File: config.mk
export PLATFORM = sky130hd
export DESIGN_NAME = tbpf_palette
export DESIGN_NICKNAME = d
export VERILOG_FILES = /design/src/hw/rtl/tbpf_pkg.sv /design/src/hw/rtl/tbpf_palette.sv
export SDC_FILE = /design/constraint.sdc
export NUM_CORES = 1
export LEC_CHECK = 0
export BUFFER_PORTS_ARGS = -buffer_cell sky130_fd_sc_hd__buf_2
export CORE_MARGIN = 4
export CORE_UTILIZATION = 55
export DETAILED_ROUTE_END_ITERATION = 12
export PLACE_DENSITY = 0.71
export SYNTH_ARGS = -nofsm -noshare
export SYNTH_HDL_FRONTEND = slang
export SYNTH_SLANG_ARGS = --single-unit
export TNS_END_PERCENT = 1
File: constraint.sdc
create_clock -name clk_i -period 2.6 [get_ports clk_i]
set_input_delay 0 -clock clk_i [delete_from_list [all_inputs] [get_ports clk_i]]
set_output_delay 0 -clock clk_i [all_outputs]
set_load 0.05 [all_outputs]
File: src/hw/rtl/tbpf_pkg.sv
`default_nettype none

package tbpf_pkg;

  localparam int VideoBytes    = 16384;
  localparam int ScreenColumns = 160;

  localparam int AddrW    = $clog2(VideoBytes);
  localparam int BankAw   = AddrW - 1;
  localparam int VramWords = VideoBytes / 4;
  localparam int VramAw   = $clog2(VramWords);
  localparam int PalBytes = 64;
  localparam int PalWords = PalBytes / 2;
  localparam int PalAw    = $clog2(PalWords);

  localparam logic [BankAw-1:0] MapLow         = 13'h1800;
  localparam logic [BankAw-1:0] MapHigh        = 13'h1C00;
  localparam logic [BankAw-1:0] SignedDataBase = 13'h0800;
  localparam logic [7:0]        LastVisibleLine = 8'd143;
  localparam logic [7:0]        TileSignFlip    = 8'h80;
  localparam logic [7:0]        WindowXOffset   = 8'd7;

  typedef enum logic [1:0] {
    KindVramWrite = 2'd0,
    KindPalWrite  = 2'd1,
    KindRender    = 2'd2
  } kind_e;

  typedef enum logic [2:0] {
    CfgLcdControl = 3'd0,
    CfgScrollX    = 3'd1,
    CfgScrollY    = 3'd2,
    CfgWindowX    = 3'd3,
    CfgWindowY    = 3'd4
  } cfg_idx_e;

  typedef struct packed {
    logic             en;
    logic [AddrW-1:0] addr;
    logic [7:0]       data;
  } vram_wr_t;

  typedef struct packed {
    logic             en;
    logic [PalAw:0]   addr;
    logic [7:0]       data;
  } pal_wr_t;

endpackage

`default_nettype wire

File: src/hw/rtl/tbpf_palette.sv
`default_nettype none

module tbpf_palette (
  input  wire logic                         clk_i,
  input  wire logic                         en_i,
  input  wire tbpf_pkg::pal_wr_t            wr_i,
  input  wire logic [tbpf_pkg::PalAw-1:0]   rd_addr_i,
  output logic      [15:0]                  rd_data_o
);
  import tbpf_pkg::*;

  logic [15:0] pal_q [PalWords];
  logic [15:0] rd_q;
  logic [3:0]  lane_lsb;

  assign lane_lsb = {wr_i.addr[0], 3'b000};

  always_ff @(posedge clk_i) begin
    if (en_i) begin
      if (wr_i.en) begin
        pal_q[wr_i.addr[PalAw:1]][lane_lsb +: 8] <= wr_i.data;
      end
      rd_q <= pal_q[rd_addr_i];
    end
  end

  assign rd_data_o = rd_q;

endmodule

`default_nettype wire

==> results of run 1 <==
Yosys cell counts:
master	count	area (um2)
buf_8	6	90.1
buf_4	19	143
edfxtp_1	528	15900
nand2_1	40	150
or3_1	1	6.26
buf_6	6	67.6
clkbuf_1	19	71.3
nand3_1	35	175
a31oi_1	16	100
mux2i_1	256	2560
nor3_1	16	80.1
buf_12	5	100
nand2b_1	2	12.5
a22o_1	32	280
a22oi_1	64	480
and3_1	1	6.26
nor2_1	67	251
nor2_4	1	11.3
or2_1	1	6.26
nand3b_1	3	22.5
a21oi_1	32	160
and2_1	9	56.3
nand4_1	16	100
buf_2	19	95.1
or3b_2	2	17.5
nor2b_1	12	75.1
layer usage:
layer	up-vias	part of all wire [%]	GRT usage (%)
li1	4949	-	-
met1	5509	45	32.4
met5	-	0	0
met2	426	47	33.8
met4	0	1.9	4.87
met3	77	6.4	3.24
registers in the layout (all words and copies together), names as in the netlist:
register   count
pal_q        512
rd_data_o     16
through the flow:
stage / hold slack [ps] / cell area [um2] / power [mW]
floorplan: 112 / 21000 / 10.2
global placement: 542 / 21900 / 10.5
detailed placement: 541 / 21900 / 10.5
CTS: 33.4 / 23500 / 17.4
global route: 43.1 / 23500 / 17.8
finish: 43.2 / 23500 / 17.3
kinds of logic after synthesis:
kind of cell | count (synthesis) | synth area share (%)
mux | 256 | 12.2
buf+inv | 74 | 2.70
simple gates | 206 | 4.63
compound gates | 144 | 4.87
flops | 528 | 75.6
cell type report:
type                       instances  area share, %
multi-input combinational        606           19.5
clock buffer                      67           5.87
sequential                       528           67.5
clock inverter                    22          0.778
tap                              511           2.72
timing repair buffer             114           3.56
layout by cell type, fill, tap and decap left out, types with 2 or more instances in the layout:
cell / n
buf_4: 72
nor3_1: 16
edfxtp_1: 528
nand4_1: 16
clkinvlp_4: 2
clkbuf_1: 14
clkbuf_16: 53
a22o_1: 32
mux2i_1: 256
or3b_2: 2
a21oi_1: 32
clkinv_2: 7
nand2_1: 40
clkinv_1: 9
nor2b_1: 2
nand3_1: 35
nand2b_1: 2
buf_2: 36
buf_12: 5
a22oi_1: 64
a31oi_1: 16
nor2_1: 67
nor2b_2: 8
bufinv_16: 3
nor2b_4: 2
nand3b_1: 3
and2_1: 8
critical path, cell delays in order, from the launching register on:
cell	delay (ps)
edfxtp_1	360
mux2i_1	240
a22o_1	190
nor3_1	60
a31oi_1	380
nand3_1	150
power by group through the flow:
stage	clock network [mW]	logic, mW	registers (mW)
2_1_floorplan	0	0.536	9.70
3_3_place_gp	0	0.889	9.62
3_5_place_dp	0	0.902	9.62
4_1_cts	7.02	0.906	9.44
5_1_grt	7.42	0.961	9.44
6_report	6.95	0.904	9.44
worst paths after layout:
path                                   start             to  slack, ps  cells past startpoint
worst min-delay path                    en_i  rd_data_o[10]         40                      2
worst min register to register  pal_q[11][0]   rd_data_o[0]        690                      4
worst max register to register   pal_q[1][4]   rd_data_o[4]        950                      5
worst max-delay path             pal_q[1][4]   rd_data_o[4]        950                      5
==> results.cfg, run 1 <==
[synth]
syn_area_per_cell_um2 = 17.4
yosys_warnings = 0
netlist_instances = 1208
synth.ff_latch_count = 528
ys_seq_area_share_pct = 75.6
syn-num-nets = 1230
syn_area_um2 = 21000
post_synth_num_cell_types = 26

[detailed_routing]
vias = 11000
drt-initial-drc-count = 1130
wl_per_cell_um = 24.0
vias_per_cell = 5.93
first_pass_iters = 5
antenna_left = 0
drc = 0
drt-total-wl_um = 44400

[clock_network]
clk_latency_ps = 560
clock_path_buffers = 3
root_buffer = clkbuf_16
holdBufCountCts = 0
htreeDepth = 2
cts_buffers = 50
cts_setup_buffers = 0
cts-resized-gates = 0
cts_sinks = 528
cts_tree = done
path_clk_slew_ps = 60

[job]
cap_violations = 0

[timing]
fin_worst_skew_ps = 13.4
worstMarginPinSlew_ps = 940
rsz0062_at_grt = no
slew_headroom_pct = 37.0
slew_viol_final = 0
period_needed_ps = 1650
finalSetupTns_ps = 0
setup_violations = 0
finalHoldViolCount = 0
finalWorstSetupSlack_ps = 947
fmax_mhz = 605
min_period_over_period_pct = 63.6

[placement]
dp_cells = 1759
place_congestion = 0.816
dp_slack_ps = 491
dp.final_hpwl_um = 27100
numPortBuffers = 37

[pwr]
combPwrFrac_pct = 5.2
power.internal_mw = 13.7
p_seq_share_pct = 54.6
clkPwrFrac_pct = 40.2
swShare_pct = 20.8
p_leak_nw = 7.63
peakVddDrop_mv = 0.445
power.density_nw_per_um2 = 736
netSwitchingPower_mw = 3.59

[global_routing]
grt_pass1_wl_um = 66800
grt_pass1_vias = 10900
grt_overflow = 0
antenna_found_initial = 0
grt_max_degree = 101
grt_usage_pct = 21.5

[die]
die_x_um = 203
core_area_um2 = 37700
die_h_um = 203
io_pins = 38
die-area_um2 = 41300
initial_core_util_pct = 55.7
std_cell_rows = 71

[worst_setup_path]
crit_type = reg2reg
worst_ep_arrival_time_ps = 1940
cp.required_ps = 2890
worstSetupEndpointType = flip-flop
startpoint_type = flip-flop
crit_fanout = 1

[layout]
final_core_util_pct = 62.3
syn_to_final_growth_pct = 11.9
final_cell_count_no_fill = 1848
fillers = 2688
multi_input_area_um2 = 4590
drive_gt1_share_pct = 14.5
regArea_um2 = 15900
diodes = 0
nNetsFinal = 1322

[hold_path]
hold_path.class = in2reg

[status]
status = completed
Note: power is estimated with default switching activity, not from simulation.
==> run 2, diff against run 1 <==
Settings changed: PLACE_DENSITY 0.71 to 0.74.
Clock period 2.6 ns to 1.5 ns, I/O delays scaled along.
==> results.cfg, run 2 (same netlist as run 1, synthesis figures left out) <==
[global_routing]
grt_pass1_wl_um = 70200
antenna_found_initial = 1
grt_max_degree = 33
grt_overflow = 0
grt_pass1_vias = 11400
grt_usage_pct = 22.6

[clock_network]
htreeDepth = 2
cts_tree = done
cts_buffers = 50
path_clk_slew_ps = 60
clk_latency_ps = 600
clock_path_buffers = 3
cts_setup_buffers = 0
cts_sinks = 528
root_buffer = clkbuf_16

[worst_setup_path]
r2r_slack_ps = -40
worstReg2RegEnd = rd_data_o[3]
r2r_cells = 6
crit_type = reg2reg
worstSetupEndpointType = flip-flop
crit_end = rd_data_o[3]
crit_fanout = 1
cp-startpoint = pal_q[3][3]
cp.required_ps = 1820
startpoint_type = flip-flop
worst_ep_arrival_time_ps = 1860
r2r_start = pal_q[3][3]

[timing]
fin_hold_ws_ps = 41.3
worstMarginPinSlew_ps = 468
fin_worst_skew_ps = 24.5
finalWorstSetupSlack_ps = -41.0
period_needed_ps = 1540
finalHoldViolCount = 0
min_period_over_period_pct = 103
fmax_mhz = 649
slew_headroom_pct = 68.7
slew_viol_final = 0
rsz0062_at_grt = yes
setup_violations = 1

[layout]
fillers = 2587
multi_input_area_um2 = 4640
syn_to_final_growth_pct = 16.5
final_cell_count_no_fill = 1926
regArea_um2 = 15900
final_cell_mix = edfxtp_1, mux2i_1, buf_4, nor2_1, a22oi_1
nNetsFinal = 1400
layout_commonest_cell = edfxtp_1
diodes = 0
drive_gt1_share_pct = 19.6
largest_reg_flops = 512

[status]
status = finished with violations
violations = negative setup slack

[pwr]
clkPwrFrac_pct = 39.4
power_mw = 30.0
power.internal_mw = 23.6
combPwrFrac_pct = 6.0
swShare_pct = 21.3
peakVddDrop_mv = 0.902
power.density_nw_per_um2 = 1230
p_leak_nw = 8.13
p_seq_share_pct = 54.7
netSwitchingPower_mw = 6.38

[die]
initial_core_util_pct = 55.7
core_area_um2 = 37700
io_pins = 38
die_x_um = 203
std_cell_rows = 71
die-area_um2 = 41300
die_h_um = 203

[placement]
dp.final_hpwl_um = 29300
numPortBuffers = 37
dp_cells = 1832
dp_slack_ps = -351
place_congestion = 0.851

[job]
cap_violations = 0

[detailed_routing]
wl_per_cell_um = 24.2
drt-total-wl_um = 46500
vias = 11500
antenna_left = 0
first_pass_iters = 5
drc = 0
drt-initial-drc-count = 1185
vias_per_cell = 5.95

[hold_path]
hold_path.class = in2reg
hp-start = wr_i[6]
-- run 2: cell types whose count changed in the layout (fill, tap and decap cells not counted), sizes merged --
cell         before  now
clkbuf           67   56
dlygate4sd3       0    5
buf             114  187
clkinv           17   27
clkinvlp          2    1
inv               0    2
-- run 2: worst min path at each step --
stage	endpoint	slack, ps	cells past startpoint
after floorplan	rd_data_o[0]	110	0
after global placement	rd_data_o[3]	550	1
after detailed placement	rd_data_o[3]	570	1
after CTS	pal_q[29][6]	0.07	3
after global routing	pal_q[2][6]	30	3
final	pal_q[2][6]	40	3
-- run 2: per-stage QoR --
| step | setup TNS, ps | area [um2] | utilization [%] |
|---|---|---|---|
| 5_1_grt | -335 | 24400 | 64.9 |
| 3_3_place_gp | -514 | 22800 | 60.6 |
| 3_5_place_dp | -1010 | 22800 | 60.6 |
| 6_report | -41.0 | 24400 | 64.9 |
| 2_1_floorplan | -11520 | 21000 | - |
| 4_1_cts | -23.8 | 24400 | 64.8 |
-- run 2: metal layers --
layer,vias to the layer above,track usage (%),share of wire [%]
met4,2,5.95,2.4
met1,5760,33.1,43
met5,-,0,0.028
met2,519,35.0,47
li1,5102,-,-
met3,84,4.95,8.2
-- run 2: area by class of cell --
type	instances	area share, %
sequential	528	64.9
multi-input combinational	606	19.0
timing repair buffer	192	7.30
clock buffer	56	5.21
tap	511	2.62
clock inverter	33	1.00
-- run 2: worst max-delay path, cell delays in order, from the launching register on --
cell and delay (ps):
edfxtp_1 390, mux2i_1 210, a22o_1 180, nor3_2 60, a31oi_1 200, buf_4 170
nand3_4 70
-- run 2: timing repair --
action	CTS	global route
cloned	0	0
endpoints found under the hold margin	87	0
hold buffers	5	0
setup endpoints to repair	3	18
gates resized for setup	5	5
pin swaps	5	9
-- run 2: power groups by stage --
stage / sequential [mW] / clock, mW / combinational (mW)
2_1_floorplan: 16.8 / 0 / 0.930
6_report: 16.4 / 11.8 / 1.79
4_1_cts: 16.4 / 12.0 / 1.77
3_5_place_dp: 16.7 / 0 / 1.75
5_1_grt: 16.4 / 12.6 / 1.88
3_3_place_gp: 16.7 / 0 / 1.71
==> run 3, diff against run 2 <==
Settings changed: ABC_AREA set to 1.
==> results.cfg, run 3 <==
[status]
status = completed

[detailed_routing]
vias_per_cell = 5.80
drt-total-wl_um = 54000
vias = 14800
antenna_left = 0
drt-initial-drc-count = 1836
first_pass_iters = 8
drc = 0
wl_per_cell_um = 21.1

[pwr]
power.density_nw_per_um2 = 1220
p_leak_nw = 9.14
peakVddDrop_mv = 0.751

[synth]
ys_async_sr_fraction_pct = 0
yosys.cell_count.top_type = nand2_1
syn-num-nets = 1922
ys_seq_area_share_pct = 72.4
yosys_warnings = 0
post_synth_num_cell_types = 16
synth_top_area_share_pct = 72.4
netlist_instances = 1900
synthTopCellsByArea = edfxtp_1, nand2_1, nand3_1, buf_6, nor2_1
synth.ff_latch_count = 528
synth_top_cell_by_area = edfxtp_1
synth_commonest_cells = nand2_1, edfxtp_1, nand3_1
syn_area_um2 = 21900
synth_edf_count = 528
syn_area_per_cell_um2 = 11.5
dominantRegCellSynth = edfxtp_1

[die]
initial_core_util_pct = 56.1
die_x_um = 207
die-area_um2 = 43000
core_area_um2 = 39000
io_pins = 38
die_h_um = 207
std_cell_rows = 72

[timing]
setup_violations = 0
slew_viol_final = 0
slew_headroom_pct = 52.7
fin_worst_skew_ps = 23.1
period_needed_ps = 1370
worstMarginPinSlew_ps = 709
fin_hold_ws_ps = 17.8
rsz0062_at_grt = no
finalWorstSetupSlack_ps = 126
finalHoldViolCount = 0
fmax_mhz = 728
min_period_over_period_pct = 91.6

[placement]
dp.final_hpwl_um = 33200
dp_cells = 2465
dp_slack_ps = -31.0
place_congestion = 0.884
numPortBuffers = 37

[clock_network]
htreeDepth = 2
clk_latency_ps = 580
cts_setup_buffers = 0
cts_sinks = 528
root_buffer = clkbuf_16
path_clk_slew_ps = 60
clock_path_buffers = 3
holdBufCountCts = 5
cts_tree = done
cts-resized-gates = 0
cts_buffers = 50

[job]
cap_violations = 0

[global_routing]
grt_overflow = 0
grt_pass1_wl_um = 83200
grt_pass1_vias = 14400
grt_usage_pct = 24.7
antenna_found_initial = 5
grt_max_degree = 69

[layout]
drive_gt1_share_pct = 11.6
final_cell_count_no_fill = 2559
final_core_util_pct = 63.6
largest_reg_flops = 512
layout_commonest_cell = nand2_1
final_cell_mix = nand2_1, edfxtp_1, nand3_1, buf_4, nor2_1
syn_to_final_growth_pct = 13.3
nNetsFinal = 2026

[worst_setup_path]
worst_ep_arrival_time_ps = 1660
crit_type = reg2reg
crit_fanout = 1
cp.required_ps = 1790
worstSetupEndpointType = flip-flop
startpoint_type = flip-flop

[hold_path]
hold_path.class = in2reg
-- run 3: cell count changes after synthesis, sizes merged, moves of 38 or more --
| cell | previous run | this run |
|---|---|---|
| nand2 | 40 | 758 |
| a22oi | 64 | 0 |
| mux2i | 256 | 0 |
| nand3 | 35 | 385 |
| buf | 55 | 93 |
-- run 3: report_power, final --
group          internal [mW]  switching, mW  total (mW)  leakage (nW)
sequential              16.3         0.0422        16.4          4.18
clock                   6.53           5.07        11.6         0.724
combinational          0.649           1.64        2.29          4.23
-- run 3: worst max-delay path, cell delays in order (launching register included) --
cell and delay, ps:
edfxtp_1 380, nand2_1 90, nand3_1 70, nand3_1 100, nand2_1 140, nand2_1 90, nand2_1 50, nand2_1 50
nand2_1 120
-- run 3: final timing paths --
kind / slack [ps] / cells after the start / startpoint / endpoint
min: 20 / 4 / wr_i[3] / pal_q[4][3]
max: 130 / 8 / pal_q[27][9] / rd_data_o[9]
min reg2reg: 830 / 8 / pal_q[10][2] / rd_data_o[2]
max reg2reg: 130 / 8 / pal_q[27][9] / rd_data_o[9]
-- run 3: cell type report --
class	count	area, um2
Clock inverter	22	149
Tap cell	518	648
Inverter	32	128
Timing Repair Buffer	168	1550
Clock buffer	65	1330
Antenna cell	2	5.00
Multi-Input combinational cell	1224	5120
Sequential cell	528	15900
Fill cell	2821	14200
-- run 3: logic make-up after synthesis --
family / Yosys count / share of synthesized area (%)
buffers and inverters: 148 / 4.22
AND/OR/NAND/NOR: 1224 / 23.3
flip-flops: 528 / 72.4
-- run 3: stage by stage --
stage / setup TNS [ps] / power (mW) / cell area [um2]
floorplan: -7880 / 18.1 / 21900
global placement: 0 / 18.9 / 23300
detailed placement: -54.4 / 18.9 / 23300
CTS: 0 / 30.4 / 24800
global route: 0 / 31.2 / 24800
finish: 0 / 30.3 / 24800
-- run 3: per-layer routing --
metal / global-route usage, % / wire [um] / up-vias
met4: 6.93 / 1390 / 6
met2: 40.1 / 25700 / 783
li1: - / - / 6764
met3: 4.68 / 5530 / 115
met5: 0 / 40 / -
met1: 34.7 / 21300 / 7180
